$ cat config.mk
export PLATFORM = sky130hd
export DESIGN_NAME = bf_ctrl
export DESIGN_NICKNAME = d
export VERILOG_FILES = /design/src/rtl/core/bf_pkg.sv /design/src/rtl/core/bf_ctrl.sv
export SDC_FILE = /design/constraint.sdc
export NUM_CORES = 1
export LEC_CHECK = 0
export ABC_AREA = 1
export BUFFER_PORTS_ARGS = -buffer_cell sky130_fd_sc_hd__buf_2
export CAP_MARGIN = 0
export CORE_AREA = 2 2 39 41
export CTS_CLUSTER_DIAMETER = 40
export CTS_CLUSTER_SIZE = 12
export DETAILED_ROUTE_END_ITERATION = 8
export DIE_AREA = 0 0 41 43
export PLACE_DENSITY = 0.77
export REMOVE_ABC_BUFFERS = 1
export SLEW_MARGIN = 20
export SYNTH_ARGS = -nofsm -noshare
export SYNTH_HDL_FRONTEND = slang
export SYNTH_SLANG_ARGS = --single-unit
$ cat constraint.sdc
create_clock -name clk -period 3.15 [get_ports clk]
set_input_delay 0.315 -clock clk [delete_from_list [all_inputs] [get_ports clk]]
set_output_delay 0.315 -clock clk [all_outputs]
set_load 0.01 [all_outputs]
$ cat src/rtl/core/bf_pkg.sv
`default_nettype none
// ----------------------------------------------------------------------------
// bf_pkg: shared definitions for the Blowfish cipher engine
// Sizes, opcodes, controller states, command and status groups, and the
// published initial P-array and S-box constants.
// ----------------------------------------------------------------------------
package bf_pkg;

  localparam int MAX_KEY_BYTES = 72;
  localparam int KCNT_W        = 7;
  localparam int ROUNDS        = 16;
  localparam int P_WORDS       = ROUNDS + 2;
  localparam int P_IDX_W       = 5;
  localparam int MIX_BYTES     = P_WORDS * 4;
  localparam int P_PAIRS       = P_WORDS / 2;
  localparam int SCHED_PAIRS   = P_PAIRS + 512;
  localparam int WIDX_W        = 10;

  typedef enum logic [1:0] {
    OP_KEY  = 2'd0,
    OP_ENC  = 2'd1,
    OP_DEC  = 2'd2,
    OP_NONE = 2'd3
  } op_t;

  typedef enum logic [3:0] {
    ST_FILL,
    ST_IDLE,
    ST_MIX,
    ST_LOAD,
    ST_ROUND,
    ST_PWR,
    ST_SW1,
    ST_SW2,
    ST_EMIT
  } bf_state_t;

  typedef struct packed {
    logic fill;
    logic mix_clr;
    logic mix;
    logic key_wr;
    logic capture;
    logic sched_start;
    logic load;
    logic round;
    logic p_write;
    logic s_write_lo;
    logic s_write_hi;
    logic widx_clr;
    logic widx_inc;
    logic emit;
    logic emit_key;
  } bf_cmd_t;

  typedef struct packed {
    logic fill_last;
    logic mix_done;
    logic round_last;
    logic widx_is_p;
    logic widx_last;
  } bf_stat_t;

  localparam logic [31:0] P_INIT [P_WORDS] = '{
    32'h243F6A88, 32'h85A308D3, 32'h13198A2E, 32'h03707344,
    32'hA4093822, 32'h299F31D0, 32'h082EFA98, 32'hEC4E6C89,
    32'h452821E6, 32'h38D01377, 32'hBE5466CF, 32'h34E90C6C,
    32'hC0AC29B7, 32'hC97C50DD, 32'h3F84D5B5, 32'hB5470917,
    32'h9216D5D9, 32'h8979FB1B
  };

  localparam logic [31:0] S_INIT [4][256] = '{
    '{
      32'hD1310BA6, 32'h98DFB5AC, 32'h2FFD72DB, 32'hD01ADFB7,
      32'hB8E1AFED, 32'h6A267E96, 32'hBA7C9045, 32'hF12C7F99,
      32'h24A19947, 32'hB3916CF7, 32'h0801F2E2, 32'h858EFC16,
      32'h636920D8, 32'h71574E69, 32'hA458FEA3, 32'hF4933D7E,
      32'h0D95748F, 32'h728EB658, 32'h718BCD58, 32'h82154AEE,
      32'h7B54A41D, 32'hC25A59B5, 32'h9C30D539, 32'h2AF26013,
      32'hC5D1B023, 32'h286085F0, 32'hCA417918, 32'hB8DB38EF,
      32'h8E79DCB0, 32'h603A180E, 32'h6C9E0E8B, 32'hB01E8A3E,
      32'hD71577C1, 32'hBD314B27, 32'h78AF2FDA, 32'h55605C60,
      32'hE65525F3, 32'hAA55AB94, 32'h57489862, 32'h63E81440,
      32'h55CA396A, 32'h2AAB10B6, 32'hB4CC5C34, 32'h1141E8CE,
      32'hA15486AF, 32'h7C72E993, 32'hB3EE1411, 32'h636FBC2A,
      32'h2BA9C55D, 32'h741831F6, 32'hCE5C3E16, 32'h9B87931E,
      32'hAFD6BA33, 32'h6C24CF5C, 32'h7A325381, 32'h28958677,
      32'h3B8F4898, 32'h6B4BB9AF, 32'hC4BFE81B, 32'h66282193,
      32'h61D809CC, 32'hFB21A991, 32'h487CAC60, 32'h5DEC8032,
      32'hEF845D5D, 32'hE98575B1, 32'hDC262302, 32'hEB651B88,
      32'h23893E81, 32'hD396ACC5, 32'h0F6D6FF3, 32'h83F44239,
      32'h2E0B4482, 32'hA4842004, 32'h69C8F04A, 32'h9E1F9B5E,
      32'h21C66842, 32'hF6E96C9A, 32'h670C9C61, 32'hABD388F0,
      32'h6A51A0D2, 32'hD8542F68, 32'h960FA728, 32'hAB5133A3,
      32'h6EEF0B6C, 32'h137A3BE4, 32'hBA3BF050, 32'h7EFB2A98,
      32'hA1F1651D, 32'h39AF0176, 32'h66CA593E, 32'h82430E88,
      32'h8CEE8619, 32'h456F9FB4, 32'h7D84A5C3, 32'h3B8B5EBE,
      32'hE06F75D8, 32'h85C12073, 32'h401A449F, 32'h56C16AA6,
      32'h4ED3AA62, 32'h363F7706, 32'h1BFEDF72, 32'h429B023D,
      32'h37D0D724, 32'hD00A1248, 32'hDB0FEAD3, 32'h49F1C09B,
      32'h075372C9, 32'h80991B7B, 32'h25D479D8, 32'hF6E8DEF7,
      32'hE3FE501A, 32'hB6794C3B, 32'h976CE0BD, 32'h04C006BA,
      32'hC1A94FB6, 32'h409F60C4, 32'h5E5C9EC2, 32'h196A2463,
      32'h68FB6FAF, 32'h3E6C53B5, 32'h1339B2EB, 32'h3B52EC6F,
      32'h6DFC511F, 32'h9B30952C, 32'hCC814544, 32'hAF5EBD09,
      32'hBEE3D004, 32'hDE334AFD, 32'h660F2807, 32'h192E4BB3,
      32'hC0CBA857, 32'h45C8740F, 32'hD20B5F39, 32'hB9D3FBDB,
      32'h5579C0BD, 32'h1A60320A, 32'hD6A100C6, 32'h402C7279,
      32'h679F25FE, 32'hFB1FA3CC, 32'h8EA5E9F8, 32'hDB3222F8,
      32'h3C7516DF, 32'hFD616B15, 32'h2F501EC8, 32'hAD0552AB,
      32'h323DB5FA, 32'hFD238760, 32'h53317B48, 32'h3E00DF82,
      32'h9E5C57BB, 32'hCA6F8CA0, 32'h1A87562E, 32'hDF1769DB,
      32'hD542A8F6, 32'h287EFFC3, 32'hAC6732C6, 32'h8C4F5573,
      32'h695B27B0, 32'hBBCA58C8, 32'hE1FFA35D, 32'hB8F011A0,
      32'h10FA3D98, 32'hFD2183B8, 32'h4AFCB56C, 32'h2DD1D35B,
      32'h9A53E479, 32'hB6F84565, 32'hD28E49BC, 32'h4BFB9790,
      32'hE1DDF2DA, 32'hA4CB7E33, 32'h62FB1341, 32'hCEE4C6E8,
      32'hEF20CADA, 32'h36774C01, 32'hD07E9EFE, 32'h2BF11FB4,
      32'h95DBDA4D, 32'hAE909198, 32'hEAAD8E71, 32'h6B93D5A0,
      32'hD08ED1D0, 32'hAFC725E0, 32'h8E3C5B2F, 32'h8E7594B7,
      32'h8FF6E2FB, 32'hF2122B64, 32'h8888B812, 32'h900DF01C,
      32'h4FAD5EA0, 32'h688FC31C, 32'hD1CFF191, 32'hB3A8C1AD,
      32'h2F2F2218, 32'hBE0E1777, 32'hEA752DFE, 32'h8B021FA1,
      32'hE5A0CC0F, 32'hB56F74E8, 32'h18ACF3D6, 32'hCE89E299,
      32'hB4A84FE0, 32'hFD13E0B7, 32'h7CC43B81, 32'hD2ADA8D9,
      32'h165FA266, 32'h80957705, 32'h93CC7314, 32'h211A1477,
      32'hE6AD2065, 32'h77B5FA86, 32'hC75442F5, 32'hFB9D35CF,
      32'hEBCDAF0C, 32'h7B3E89A0, 32'hD6411BD3, 32'hAE1E7E49,
      32'h00250E2D, 32'h2071B35E, 32'h226800BB, 32'h57B8E0AF,
      32'h2464369B, 32'hF009B91E, 32'h5563911D, 32'h59DFA6AA,
      32'h78C14389, 32'hD95A537F, 32'h207D5BA2, 32'h02E5B9C5,
      32'h83260376, 32'h6295CFA9, 32'h11C81968, 32'h4E734A41,
      32'hB3472DCA, 32'h7B14A94A, 32'h1B510052, 32'h9A532915,
      32'hD60F573F, 32'hBC9BC6E4, 32'h2B60A476, 32'h81E67400,
      32'h08BA6FB5, 32'h571BE91F, 32'hF296EC6B, 32'h2A0DD915,
      32'hB6636521, 32'hE7B9F9B6, 32'hFF34052E, 32'hC5855664,
      32'h53B02D5D, 32'hA99F8FA1, 32'h08BA4799, 32'h6E85076A
    },
    '{
      32'h4B7A70E9, 32'hB5B32944, 32'hDB75092E, 32'hC4192623,
      32'hAD6EA6B0, 32'h49A7DF7D, 32'h9CEE60B8, 32'h8FEDB266,
      32'hECAA8C71, 32'h699A17FF, 32'h5664526C, 32'hC2B19EE1,
      32'h193602A5, 32'h75094C29, 32'hA0591340, 32'hE4183A3E,
      32'h3F54989A, 32'h5B429D65, 32'h6B8FE4D6, 32'h99F73FD6,
      32'hA1D29C07, 32'hEFE830F5, 32'h4D2D38E6, 32'hF0255DC1,
      32'h4CDD2086, 32'h8470EB26, 32'h6382E9C6, 32'h021ECC5E,
      32'h09686B3F, 32'h3EBAEFC9, 32'h3C971814, 32'h6B6A70A1,
      32'h687F3584, 32'h52A0E286, 32'hB79C5305, 32'hAA500737,
      32'h3E07841C, 32'h7FDEAE5C, 32'h8E7D44EC, 32'h5716F2B8,
      32'hB03ADA37, 32'hF0500C0D, 32'hF01C1F04, 32'h0200B3FF,
      32'hAE0CF51A, 32'h3CB574B2, 32'h25837A58, 32'hDC0921BD,
      32'hD19113F9, 32'h7CA92FF6, 32'h94324773, 32'h22F54701,
      32'h3AE5E581, 32'h37C2DADC, 32'hC8B57634, 32'h9AF3DDA7,
      32'hA9446146, 32'h0FD0030E, 32'hECC8C73E, 32'hA4751E41,
      32'hE238CD99, 32'h3BEA0E2F, 32'h3280BBA1, 32'h183EB331,
      32'h4E548B38, 32'h4F6DB908, 32'h6F420D03, 32'hF60A04BF,
      32'h2CB81290, 32'h24977C79, 32'h5679B072, 32'hBCAF89AF,
      32'hDE9A771F, 32'hD9930810, 32'hB38BAE12, 32'hDCCF3F2E,
      32'h5512721F, 32'h2E6B7124, 32'h501ADDE6, 32'h9F84CD87,
      32'h7A584718, 32'h7408DA17, 32'hBC9F9ABC, 32'hE94B7D8C,
      32'hEC7AEC3A, 32'hDB851DFA, 32'h63094366, 32'hC464C3D2,
      32'hEF1C1847, 32'h3215D908, 32'hDD433B37, 32'h24C2BA16,
      32'h12A14D43, 32'h2A65C451, 32'h50940002, 32'h133AE4DD,
      32'h71DFF89E, 32'h10314E55, 32'h81AC77D6, 32'h5F11199B,
      32'h043556F1, 32'hD7A3C76B, 32'h3C11183B, 32'h5924A509,
      32'hF28FE6ED, 32'h97F1FBFA, 32'h9EBABF2C, 32'h1E153C6E,
      32'h86E34570, 32'hEAE96FB1, 32'h860E5E0A, 32'h5A3E2AB3,
      32'h771FE71C, 32'h4E3D06FA, 32'h2965DCB9, 32'h99E71D0F,
      32'h803E89D6, 32'h5266C825, 32'h2E4CC978, 32'h9C10B36A,
      32'hC6150EBA, 32'h94E2EA78, 32'hA5FC3C53, 32'h1E0A2DF4,
      32'hF2F74EA7, 32'h361D2B3D, 32'h1939260F, 32'h19C27960,
      32'h5223A708, 32'hF71312B6, 32'hEBADFE6E, 32'hEAC31F66,
      32'hE3BC4595, 32'hA67BC883, 32'hB17F37D1, 32'h018CFF28,
      32'hC332DDEF, 32'hBE6C5AA5, 32'h65582185, 32'h68AB9802,
      32'hEECEA50F, 32'hDB2F953B, 32'h2AEF7DAD, 32'h5B6E2F84,
      32'h1521B628, 32'h29076170, 32'hECDD4775, 32'h619F1510,
      32'h13CCA830, 32'hEB61BD96, 32'h0334FE1E, 32'hAA0363CF,
      32'hB5735C90, 32'h4C70A239, 32'hD59E9E0B, 32'hCBAADE14,
      32'hEECC86BC, 32'h60622CA7, 32'h9CAB5CAB, 32'hB2F3846E,
      32'h648B1EAF, 32'h19BDF0CA, 32'hA02369B9, 32'h655ABB50,
      32'h40685A32, 32'h3C2AB4B3, 32'h319EE9D5, 32'hC021B8F7,
      32'h9B540B19, 32'h875FA099, 32'h95F7997E, 32'h623D7DA8,
      32'hF837889A, 32'h97E32D77, 32'h11ED935F, 32'h16681281,
      32'h0E358829, 32'hC7E61FD6, 32'h96DEDFA1, 32'h7858BA99,
      32'h57F584A5, 32'h1B227263, 32'h9B83C3FF, 32'h1AC24696,
      32'hCDB30AEB, 32'h532E3054, 32'h8FD948E4, 32'h6DBC3128,
      32'h58EBF2EF, 32'h34C6FFEA, 32'hFE28ED61, 32'hEE7C3C73,
      32'h5D4A14D9, 32'hE864B7E3, 32'h42105D14, 32'h203E13E0,
      32'h45EEE2B6, 32'hA3AAABEA, 32'hDB6C4F15, 32'hFACB4FD0,
      32'hC742F442, 32'hEF6ABBB5, 32'h654F3B1D, 32'h41CD2105,
      32'hD81E799E, 32'h86854DC7, 32'hE44B476A, 32'h3D816250,
      32'hCF62A1F2, 32'h5B8D2646, 32'hFC8883A0, 32'hC1C7B6A3,
      32'h7F1524C3, 32'h69CB7492, 32'h47848A0B, 32'h5692B285,
      32'h095BBF00, 32'hAD19489D, 32'h1462B174, 32'h23820E00,
      32'h58428D2A, 32'h0C55F5EA, 32'h1DADF43E, 32'h233F7061,
      32'h3372F092, 32'h8D937E41, 32'hD65FECF1, 32'h6C223BDB,
      32'h7CDE3759, 32'hCBEE7460, 32'h4085F2A7, 32'hCE77326E,
      32'hA6078084, 32'h19F8509E, 32'hE8EFD855, 32'h61D99735,
      32'hA969A7AA, 32'hC50C06C2, 32'h5A04ABFC, 32'h800BCADC,
      32'h9E447A2E, 32'hC3453484, 32'hFDD56705, 32'h0E1E9EC9,
      32'hDB73DBD3, 32'h105588CD, 32'h675FDA79, 32'hE3674340,
      32'hC5C43465, 32'h713E38D8, 32'h3D28F89E, 32'hF16DFF20,
      32'h153E21E7, 32'h8FB03D4A, 32'hE6E39F2B, 32'hDB83ADF7
    },
    '{
      32'hE93D5A68, 32'h948140F7, 32'hF64C261C, 32'h94692934,
      32'h411520F7, 32'h7602D4F7, 32'hBCF46B2E, 32'hD4A20068,
      32'hD4082471, 32'h3320F46A, 32'h43B7D4B7, 32'h500061AF,
      32'h1E39F62E, 32'h97244546, 32'h14214F74, 32'hBF8B8840,
      32'h4D95FC1D, 32'h96B591AF, 32'h70F4DDD3, 32'h66A02F45,
      32'hBFBC09EC, 32'h03BD9785, 32'h7FAC6DD0, 32'h31CB8504,
      32'h96EB27B3, 32'h55FD3941, 32'hDA2547E6, 32'hABCA0A9A,
      32'h28507825, 32'h530429F4, 32'h0A2C86DA, 32'hE9B66DFB,
      32'h68DC1462, 32'hD7486900, 32'h680EC0A4, 32'h27A18DEE,
      32'h4F3FFEA2, 32'hE887AD8C, 32'hB58CE006, 32'h7AF4D6B6,
      32'hAACE1E7C, 32'hD3375FEC, 32'hCE78A399, 32'h406B2A42,
      32'h20FE9E35, 32'hD9F385B9, 32'hEE39D7AB, 32'h3B124E8B,
      32'h1DC9FAF7, 32'h4B6D1856, 32'h26A36631, 32'hEAE397B2,
      32'h3A6EFA74, 32'hDD5B4332, 32'h6841E7F7, 32'hCA7820FB,
      32'hFB0AF54E, 32'hD8FEB397, 32'h454056AC, 32'hBA489527,
      32'h55533A3A, 32'h20838D87, 32'hFE6BA9B7, 32'hD096954B,
      32'h55A867BC, 32'hA1159A58, 32'hCCA92963, 32'h99E1DB33,
      32'hA62A4A56, 32'h3F3125F9, 32'h5EF47E1C, 32'h9029317C,
      32'hFDF8E802, 32'h04272F70, 32'h80BB155C, 32'h05282CE3,
      32'h95C11548, 32'hE4C66D22, 32'h48C1133F, 32'hC70F86DC,
      32'h07F9C9EE, 32'h41041F0F, 32'h404779A4, 32'h5D886E17,
      32'h325F51EB, 32'hD59BC0D1, 32'hF2BCC18F, 32'h41113564,
      32'h257B7834, 32'h602A9C60, 32'hDFF8E8A3, 32'h1F636C1B,
      32'h0E12B4C2, 32'h02E1329E, 32'hAF664FD1, 32'hCAD18115,
      32'h6B2395E0, 32'h333E92E1, 32'h3B240B62, 32'hEEBEB922,
      32'h85B2A20E, 32'hE6BA0D99, 32'hDE720C8C, 32'h2DA2F728,
      32'hD0127845, 32'h95B794FD, 32'h647D0862, 32'hE7CCF5F0,
      32'h5449A36F, 32'h877D48FA, 32'hC39DFD27, 32'hF33E8D1E,
      32'h0A476341, 32'h992EFF74, 32'h3A6F6EAB, 32'hF4F8FD37,
      32'hA812DC60, 32'hA1EBDDF8, 32'h991BE14C, 32'hDB6E6B0D,
      32'hC67B5510, 32'h6D672C37, 32'h2765D43B, 32'hDCD0E804,
      32'hF1290DC7, 32'hCC00FFA3, 32'hB5390F92, 32'h690FED0B,
      32'h667B9FFB, 32'hCEDB7D9C, 32'hA091CF0B, 32'hD9155EA3,
      32'hBB132F88, 32'h515BAD24, 32'h7B9479BF, 32'h763BD6EB,
      32'h37392EB3, 32'hCC115979, 32'h8026E297, 32'hF42E312D,
      32'h6842ADA7, 32'hC66A2B3B, 32'h12754CCC, 32'h782EF11C,
      32'h6A124237, 32'hB79251E7, 32'h06A1BBE6, 32'h4BFB6350,
      32'h1A6B1018, 32'h11CAEDFA, 32'h3D25BDD8, 32'hE2E1C3C9,
      32'h44421659, 32'h0A121386, 32'hD90CEC6E, 32'hD5ABEA2A,
      32'h64AF674E, 32'hDA86A85F, 32'hBEBFE988, 32'h64E4C3FE,
      32'h9DBC8057, 32'hF0F7C086, 32'h60787BF8, 32'h6003604D,
      32'hD1FD8346, 32'hF6381FB0, 32'h7745AE04, 32'hD736FCCC,
      32'h83426B33, 32'hF01EAB71, 32'hB0804187, 32'h3C005E5F,
      32'h77A057BE, 32'hBDE8AE24, 32'h55464299, 32'hBF582E61,
      32'h4E58F48F, 32'hF2DDFDA2, 32'hF474EF38, 32'h8789BDC2,
      32'h5366F9C3, 32'hC8B38E74, 32'hB475F255, 32'h46FCD9B9,
      32'h7AEB2661, 32'h8B1DDF84, 32'h846A0E79, 32'h915F95E2,
      32'h466E598E, 32'h20B45770, 32'h8CD55591, 32'hC902DE4C,
      32'hB90BACE1, 32'hBB8205D0, 32'h11A86248, 32'h7574A99E,
      32'hB77F19B6, 32'hE0A9DC09, 32'h662D09A1, 32'hC4324633,
      32'hE85A1F02, 32'h09F0BE8C, 32'h4A99A025, 32'h1D6EFE10,
      32'h1AB93D1D, 32'h0BA5A4DF, 32'hA186F20F, 32'h2868F169,
      32'hDCB7DA83, 32'h573906FE, 32'hA1E2CE9B, 32'h4FCD7F52,
      32'h50115E01, 32'hA70683FA, 32'hA002B5C4, 32'h0DE6D027,
      32'h9AF88C27, 32'h773F8641, 32'hC3604C06, 32'h61A806B5,
      32'hF0177A28, 32'hC0F586E0, 32'h006058AA, 32'h30DC7D62,
      32'h11E69ED7, 32'h2338EA63, 32'h53C2DD94, 32'hC2C21634,
      32'hBBCBEE56, 32'h90BCB6DE, 32'hEBFC7DA1, 32'hCE591D76,
      32'h6F05E409, 32'h4B7C0188, 32'h39720A3D, 32'h7C927C24,
      32'h86E3725F, 32'h724D9DB9, 32'h1AC15BB4, 32'hD39EB8FC,
      32'hED545578, 32'h08FCA5B5, 32'hD83D7CD3, 32'h4DAD0FC4,
      32'h1E50EF5E, 32'hB161E6F8, 32'hA28514D9, 32'h6C51133C,
      32'h6FD5C7E7, 32'h56E14EC4, 32'h362ABFCE, 32'hDDC6C837,
      32'hD79A3234, 32'h92638212, 32'h670EFA8E, 32'h406000E0
    },
    '{
      32'h3A39CE37, 32'hD3FAF5CF, 32'hABC27737, 32'h5AC52D1B,
      32'h5CB0679E, 32'h4FA33742, 32'hD3822740, 32'h99BC9BBE,
      32'hD5118E9D, 32'hBF0F7315, 32'hD62D1C7E, 32'hC700C47B,
      32'hB78C1B6B, 32'h21A19045, 32'hB26EB1BE, 32'h6A366EB4,
      32'h5748AB2F, 32'hBC946E79, 32'hC6A376D2, 32'h6549C2C8,
      32'h530FF8EE, 32'h468DDE7D, 32'hD5730A1D, 32'h4CD04DC6,
      32'h2939BBDB, 32'hA9BA4650, 32'hAC9526E8, 32'hBE5EE304,
      32'hA1FAD5F0, 32'h6A2D519A, 32'h63EF8CE2, 32'h9A86EE22,
      32'hC089C2B8, 32'h43242EF6, 32'hA51E03AA, 32'h9CF2D0A4,
      32'h83C061BA, 32'h9BE96A4D, 32'h8FE51550, 32'hBA645BD6,
      32'h2826A2F9, 32'hA73A3AE1, 32'h4BA99586, 32'hEF5562E9,
      32'hC72FEFD3, 32'hF752F7DA, 32'h3F046F69, 32'h77FA0A59,
      32'h80E4A915, 32'h87B08601, 32'h9B09E6AD, 32'h3B3EE593,
      32'hE990FD5A, 32'h9E34D797, 32'h2CF0B7D9, 32'h022B8B51,
      32'h96D5AC3A, 32'h017DA67D, 32'hD1CF3ED6, 32'h7C7D2D28,
      32'h1F9F25CF, 32'hADF2B89B, 32'h5AD6B472, 32'h5A88F54C,
      32'hE029AC71, 32'hE019A5E6, 32'h47B0ACFD, 32'hED93FA9B,
      32'hE8D3C48D, 32'h283B57CC, 32'hF8D56629, 32'h79132E28,
      32'h785F0191, 32'hED756055, 32'hF7960E44, 32'hE3D35E8C,
      32'h15056DD4, 32'h88F46DBA, 32'h03A16125, 32'h0564F0BD,
      32'hC3EB9E15, 32'h3C9057A2, 32'h97271AEC, 32'hA93A072A,
      32'h1B3F6D9B, 32'h1E6321F5, 32'hF59C66FB, 32'h26DCF319,
      32'h7533D928, 32'hB155FDF5, 32'h03563482, 32'h8ABA3CBB,
      32'h28517711, 32'hC20AD9F8, 32'hABCC5167, 32'hCCAD925F,
      32'h4DE81751, 32'h3830DC8E, 32'h379D5862, 32'h9320F991,
      32'hEA7A90C2, 32'hFB3E7BCE, 32'h5121CE64, 32'h774FBE32,
      32'hA8B6E37E, 32'hC3293D46, 32'h48DE5369, 32'h6413E680,
      32'hA2AE0810, 32'hDD6DB224, 32'h69852DFD, 32'h09072166,
      32'hB39A460A, 32'h6445C0DD, 32'h586CDECF, 32'h1C20C8AE,
      32'h5BBEF7DD, 32'h1B588D40, 32'hCCD2017F, 32'h6BB4E3BB,
      32'hDDA26A7E, 32'h3A59FF45, 32'h3E350A44, 32'hBCB4CDD5,
      32'h72EACEA8, 32'hFA6484BB, 32'h8D6612AE, 32'hBF3C6F47,
      32'hD29BE463, 32'h542F5D9E, 32'hAEC2771B, 32'hF64E6370,
      32'h740E0D8D, 32'hE75B1357, 32'hF8721671, 32'hAF537D5D,
      32'h4040CB08, 32'h4EB4E2CC, 32'h34D2466A, 32'h0115AF84,
      32'hE1B00428, 32'h95983A1D, 32'h06B89FB4, 32'hCE6EA048,
      32'h6F3F3B82, 32'h3520AB82, 32'h011A1D4B, 32'h277227F8,
      32'h611560B1, 32'hE7933FDC, 32'hBB3A792B, 32'h344525BD,
      32'hA08839E1, 32'h51CE794B, 32'h2F32C9B7, 32'hA01FBAC9,
      32'hE01CC87E, 32'hBCC7D1F6, 32'hCF0111C3, 32'hA1E8AAC7,
      32'h1A908749, 32'hD44FBD9A, 32'hD0DADECB, 32'hD50ADA38,
      32'h0339C32A, 32'hC6913667, 32'h8DF9317C, 32'hE0B12B4F,
      32'hF79E59B7, 32'h43F5BB3A, 32'hF2D519FF, 32'h27D9459C,
      32'hBF97222C, 32'h15E6FC2A, 32'h0F91FC71, 32'h9B941525,
      32'hFAE59361, 32'hCEB69CEB, 32'hC2A86459, 32'h12BAA8D1,
      32'hB6C1075E, 32'hE3056A0C, 32'h10D25065, 32'hCB03A442,
      32'hE0EC6E0E, 32'h1698DB3B, 32'h4C98A0BE, 32'h3278E964,
      32'h9F1F9532, 32'hE0D392DF, 32'hD3A0342B, 32'h8971F21E,
      32'h1B0A7441, 32'h4BA3348C, 32'hC5BE7120, 32'hC37632D8,
      32'hDF359F8D, 32'h9B992F2E, 32'hE60B6F47, 32'h0FE3F11D,
      32'hE54CDA54, 32'h1EDAD891, 32'hCE6279CF, 32'hCD3E7E6F,
      32'h1618B166, 32'hFD2C1D05, 32'h848FD2C5, 32'hF6FB2299,
      32'hF523F357, 32'hA6327623, 32'h93A83531, 32'h56CCCD02,
      32'hACF08162, 32'h5A75EBB5, 32'h6E163697, 32'h88D273CC,
      32'hDE966292, 32'h81B949D0, 32'h4C50901B, 32'h71C65614,
      32'hE6C6C7BD, 32'h327A140A, 32'h45E1D006, 32'hC3F27B9A,
      32'hC9AA53FD, 32'h62A80F00, 32'hBB25BFE2, 32'h35BDD2F6,
      32'h71126905, 32'hB2040222, 32'hB6CBCF7C, 32'hCD769C2B,
      32'h53113EC0, 32'h1640E3D3, 32'h38ABBD60, 32'h2547ADF0,
      32'hBA38209C, 32'hF746CE76, 32'h77AFA1C5, 32'h20756060,
      32'h85CBFE4E, 32'h8AE88DD8, 32'h7AAAF9B0, 32'h4CF9AA7E,
      32'h1948C25C, 32'h02FB8A8C, 32'h01C36AE4, 32'hD6EBE1F9,
      32'h90D4F869, 32'hA65CDEA0, 32'h3F09252D, 32'hC208E69F,
      32'hB74E6132, 32'hCE77E25B, 32'h578FDFE3, 32'h3AC372E6
    }
  };

endpackage
`default_nettype wire

$ cat src/rtl/core/bf_ctrl.sv
`default_nettype none
// ----------------------------------------------------------------------------
// bf_ctrl: Blowfish sequencing state machine
// Runs the S-box reload, key mixing, round iterations, schedule write-back
// and the output handshake.
// ----------------------------------------------------------------------------
module bf_ctrl (
  input  wire logic             clk,
  input  wire logic             rst,
  input  wire logic             in_valid,
  input  wire logic [1:0]       opcode,
  input  wire logic             key_last,
  input  wire logic             out_ready,
  input  wire bf_pkg::bf_stat_t stat,
  output logic                  in_ready,
  output logic                  out_valid,
  output bf_pkg::bf_cmd_t       cmd
);
  import bf_pkg::*;

  bf_state_t state, state_next;
  logic      sched, sched_next;
  logic      out_valid_next;
  logic      in_acc;
  logic      slot_free;

  assign in_ready  = (state == ST_IDLE);
  assign in_acc    = in_valid && in_ready;
  assign slot_free = !out_valid || out_ready;

  always_ff @(posedge clk) begin
    if (rst) begin
      state     <= ST_FILL;
      sched     <= 1'b0;
      out_valid <= 1'b0;
    end else begin
      state     <= state_next;
      sched     <= sched_next;
      out_valid <= out_valid_next;
    end
  end

  always_comb begin
    state_next = state;
    sched_next = sched;
    unique case (state)
      ST_FILL: begin
        if (stat.fill_last) begin
          state_next = sched ? ST_MIX : ST_IDLE;
        end
      end
      ST_IDLE: begin
        if (in_acc) begin
          unique case (op_t'(opcode))
            OP_KEY: begin
              if (key_last) begin
                state_next = ST_FILL;
                sched_next = 1'b1;
              end
            end
            OP_ENC, OP_DEC: state_next = ST_LOAD;
            OP_NONE:        state_next = ST_IDLE;
          endcase
        end
      end
      ST_MIX: begin
        if (stat.mix_done) begin
          state_next = ST_LOAD;
        end
      end
      ST_LOAD: state_next = ST_ROUND;
      ST_ROUND: begin
        if (stat.round_last) begin
          if (!sched) begin
            state_next = ST_EMIT;
          end else if (stat.widx_is_p) begin
            state_next = ST_PWR;
          end else begin
            state_next = ST_SW1;
          end
        end
      end
      ST_PWR: state_next = ST_LOAD;
      ST_SW1: state_next = ST_SW2;
      ST_SW2: state_next = stat.widx_last ? ST_EMIT : ST_LOAD;
      ST_EMIT: begin
        if (slot_free) begin
          state_next = ST_IDLE;
          sched_next = 1'b0;
        end
      end
      default: state_next = ST_FILL;
    endcase
  end

  always_comb begin
    cmd            = '0;
    out_valid_next = out_valid && !out_ready;
    unique case (state)
      ST_FILL: cmd.fill = 1'b1;
      ST_IDLE: begin
        if (in_acc) begin
          unique case (op_t'(opcode))
            OP_KEY: begin
              cmd.key_wr  = 1'b1;
              cmd.mix_clr = key_last;
            end
            OP_ENC, OP_DEC: cmd.capture = 1'b1;
            OP_NONE:        cmd.key_wr  = 1'b0;
          endcase
        end
      end
      ST_MIX: begin
        cmd.mix = 1'b1;
        if (stat.mix_done) begin
          cmd.sched_start = 1'b1;
          cmd.widx_clr    = 1'b1;
        end
      end
      ST_LOAD:  cmd.load  = 1'b1;
      ST_ROUND: cmd.round = 1'b1;
      ST_PWR: begin
        cmd.p_write  = 1'b1;
        cmd.widx_inc = 1'b1;
      end
      ST_SW1: cmd.s_write_lo = 1'b1;
      ST_SW2: begin
        cmd.s_write_hi = 1'b1;
        cmd.widx_inc   = 1'b1;
      end
      ST_EMIT: begin
        if (slot_free) begin
          cmd.emit       = 1'b1;
          cmd.emit_key   = sched;
          out_valid_next = 1'b1;
        end
      end
      default: cmd = '0;
    endcase
  end

endmodule
`default_nettype wire

Word level (Yosys, flattened, before mapping):

Index checks and enable logic that the tools add are counted.

* bits in registers: 6
* input bits: 12
* word-level logic and storage cells: 72

* eq/ne operators: 19
* mux-type cells: 38
* reductions and logical operators: 12

Operator list (count)
* 4-bit one-hot mux with 9 select lines: 1
* 4-bit 2-to-1 mux: 8
* 1-bit 2-to-1 mux: 21
* 4-bit by 3-bit equality test with 1-bit output, second input constant: 4
* 2-bit 2-to-1 mux: 6
* 4-bit one-hot mux with 3 select lines: 1
* 2-bit != test, second input constant: 5
* 4-bit by 2-bit equality test with 1-bit output, second input constant: 2
* 6-bit AND reduction: 1
* 5-bit AND reduction: 1
* 2-bit equality test, second input constant: 2
* 4-bit by 1-bit equality test with 1-bit output, second input constant: 1
* 4-bit equality test, second input constant: 1
* 4-bit zero test: 1
* 2-bit by 1-bit != test with 1-bit output, second input constant: 2
* 2-bit OR reduction: 2
* 3-bit != test, second input constant: 1
* 2-bit by 1-bit equality test with 1-bit output, second input constant: 1
* 1-bit logical AND: 2
* 1-bit zero test: 2
* 2-bit zero test: 1
* 1-bit one-hot mux with 2 select lines: 1
* 2-bit nonzero test: 1
* 1-bit logical OR: 1

Logic depth before layout (Yosys ltp):

* word-level depth: 5
* gate-level depth with buffers: 9
* depth with buffers taken out: 9

Least setup slack after synthesis:

Ideal clock, no wire load.

* path kind: reg2out
* start: register state[1]
* end: output port cmd[9] (netlist name)
* arrival time: 1.074 ns
* required time: 2.835 ns
* path slack: 1.761 ns
* cell stages (with the launch flop): 4
* buffers on the path: 1
* path through: dfxtp_1 nand2_1 nor3_1 buf_4

RTL lines
* start: declaration: line bf_ctrl.sv:21 `bf_state_t state, state_next;`
* start signal: assignment: line bf_ctrl.sv:37 `state <= state_next;`
* end: declaration: line bf_ctrl.sv:17 `output bf_pkg::bf_cmd_t cmd`

==> flow_metrics.py <==
metrics = {
    "floorplanning": {
        "io-pin-count": 29,
        "rows": 14,
        "fp.coreArea_mm2": 0.00138,
        "die_area_mm2": 0.00176,
        "die_w_um": 41,
        "fp.dieH_um": 43,
        "initial_utilization_pct": 42.0,
    },
    "clocking": {
        "postCtsSetupBuffers": 0,
        "postCtsHoldBufs": 0,
        "htreeDepth": 1,
        "insertion_delay_ns": 0.26,
        "cts_resized": 0,
        "cts-buffers-inserted": 3,
        "clk_pin_slew_ns": 0.05,
        "cts.sinks": 6,
        "clock-root-buffer": "clkbuf_4",
        "cts_tree": "done",
        "clock_path_buffers": 2,
    },
    "critical_path": {
        "crit_path_cell_trace": "inv_2 > nand2_1 > nor2_2 > nand2_1 > nor3_2 > buf_2",
        "r2r-start": "state[0]",
        "path_delay_family": "simple AND/OR/NAND/NOR gates",
        "cp.arrival_ns": 1.41,
        "cpMaxStageDelayCell": "dfxtp_1",
        "critPathKind": "reg2out",
        "critPathMostFrequentCell": "nand2_1",
        "cp.required_ns": 2.83,
        "r2r_cells": 8,
        "critPathCaptureType": "primary output",
        "r2r_end": "state[0]",
        "crit_end": "cmd[13]",
        "crit_fanout": 4,
        "startpoint": "state[3]",
        "cp_num_buf_inv": 2,
        "startpoint_type": "flop",
        "rrSetupSlack_ns": 1.81,
        "slowest_delay_ns": 0.34,
        "cp.depth": 6,
    },
    "global_routing": {
        "track_usage_pct": 18.7,
        "grt_util_met2_pct": 32.8,
        "grt_use_met3_pct": 3.14,
        "grt-ovfl-total": 0,
        "first_global_vias": 618,
        "grt_max_degree": 8,
        "grt_first_pass_wirelength_um": 2260,
        "use_met1_pct": 20.5,
        "antenna_found_initial": 0,
        "grt_busiest_layer": "met2",
    },
    "power": {
        "power_density_mw_per_mm2": 442,
        "clkPwrFrac_pct": 22.9,
        "swShare_pct": 43.7,
        "peakVddDrop_v": 0.000169,
        "internal_power_uw": 188,
        "p_leak_uw": 0.000477,
        "power_switching_uw": 146,
        "share_comb_of_total_power_pct": 48.2,
        "seqPwrFrac_pct": 28.9,
    },
    "yosys": {
        "ys_seq_elements": 6,
        "synth_warnings": 0,
        "synth_area_um2": 582,
        "synthCells": 107,
        "syn_avg_cell_area_um2": 5.44,
        "synthDistinctLibCells": 18,
        "yosysSeqAreaShare_pct": 20.6,
    },
    "route": {
        "dr_total_vias": 724,
        "drtPass1Iterations": 4,
        "wirelength_um": 1470,
        "wl_per_cell_um": 9.63,
        "initialDrtViolationCount": 16,
        "via_per_inst": 4.73,
        "ant_nets": 0,
        "remaining_drc_errors": 0,
    },
    "sta": {
        "final.setup.tns_ns": 0,
        "rsz0062_at_grt": "no",
        "finalMaxSlewViolations": 0,
        "finalClockSkew_ns": 0.00800,
        "fin_crit_ns": 1.73,
        "maxSlewHeadroom_pct": 72.2,
        "tightest_slew_ns": 0.416,
        "setup_viol_count_final": 0,
        "fin_crit_sh_pct": 54.9,
        "hold_viol_final": 0,
        "fmax_mhz": 578,
    },
    "finish": {
        "most-common-layout-cells": "buf_2 (28), nand2_1 (27), inv_1 (23)",
        "drive_above_1_share_pct": 28.5,
        "fillerInstances": 153,
        "regArea_um2": 120,
        "final_common_cell": "buf_2",
        "postLayoutCellArea_um2": 757,
        "nNetsFinal": 153,
        "multi_input_comb_area_um2": 364,
        "syn2layout_area_growth_pct": 30.1,
        "diodes": 0,
    },
    "job": {
        "maxCapViolCount": 0,
    },
    "place": {
        "placed_cell_area_um2": 734,
        "globalplace.congestion": 0.914,
        "io_buffers": 28,
        "dp_hpwl_um": 1210,
    },
    "run_status": {
        "outcome": "completed",
    },
    "worst_hold_path": {
        "hold_start": "rst",
        "min_path_type": "in2reg",
    },
}
[layout make-up]
type	instances	share of cell area (%)
Clock buffer	3	2.98
Inverter	24	11.9
Tap cell	16	2.64
Multi-Input combinational cell	76	48.1
Sequential cell	6	15.9
Timing Repair Buffer	28	18.5
[per-stage QoR]
step                      util [%]  worst slack, ns  cells  hold WS [ns]  power (uW)
after floorplan                  -             1.81    106         0.384         210
after global placement        53.1             1.72    150         0.554         255
after detailed placement      53.1             1.70    150         0.552         259
after CTS                     54.7             1.43    153         0.283         335
after global routing          54.7             1.33    153         0.291         360
final                         54.7             1.42    153         0.293         334
[flip-flops by register name, indices dropped and copies added (netlist names)]
signal	cells
sched	1
state	4
out_valid	1
[worst min path at each step]
stage	end	slack (ns)	cells past startpoint
4_1_cts	state[3]	0.28	2
3_5_place_dp	state[3]	0.55	2
3_3_place_gp	state[3]	0.55	2
5_1_grt	state[3]	0.29	2
6_report	state[3]	0.29	2
2_1_floorplan	out_valid	0.38	1
[cell usage after synthesis, drive strengths merged]
cell type	count	area share, %
nand2	27	17
inv	24	15
nor2	21	16
nand3	8	6.9
dfxtp	6	21
a21oi	5	4.3
nor3	4	4.3
o21ai	3	2.6
ha	2	4.3
nand3b	2	2.6
or2	2	2.2
buf	1	1.3
nand4	1	1.1
o211ai	1	1.3
[logic make-up (layout without fill, tap and decap cells)]
family,after synthesis,count (layout),share of synthesized area (%)
flops,6,6,20.6
simple gates,65,65,50.1
compound gates,9,9,8.17
fa+ha+maj,2,2,4.30
buf+inv,25,55,16.8
[routing by layer]
metal,vias up,part of all wire [%],routed length (um)
li1,386,-,-
met1,302,41,609
met2,33,49,723
met3,3,7.9,117
met4,0,1.5,22
met5,-,0,0
[worst reg2reg max path, stage by stage, from the launching register on]
cell     delay (ns)
dfxtp_1        0.40
inv_1          0.12
nor2_2         0.19
nand2_1        0.09
o21ai_0        0.12
nor2_1         0.08
nand2_1        0.06
nand2_1        0.05
a21oi_1        0.15
[power groups by stage]
stage / clock, uW / combinational, uW / sequential (uW)
CTS: 77.2 / 161 / 96.6
detailed placement: 0 / 161 / 97.9
global placement: 0 / 158 / 96.9
global route: 79.3 / 183 / 98.1
floorplan: 0 / 114 / 96.0
finish: 76.5 / 161 / 96.6
Power figures use the tool's default switching activity.
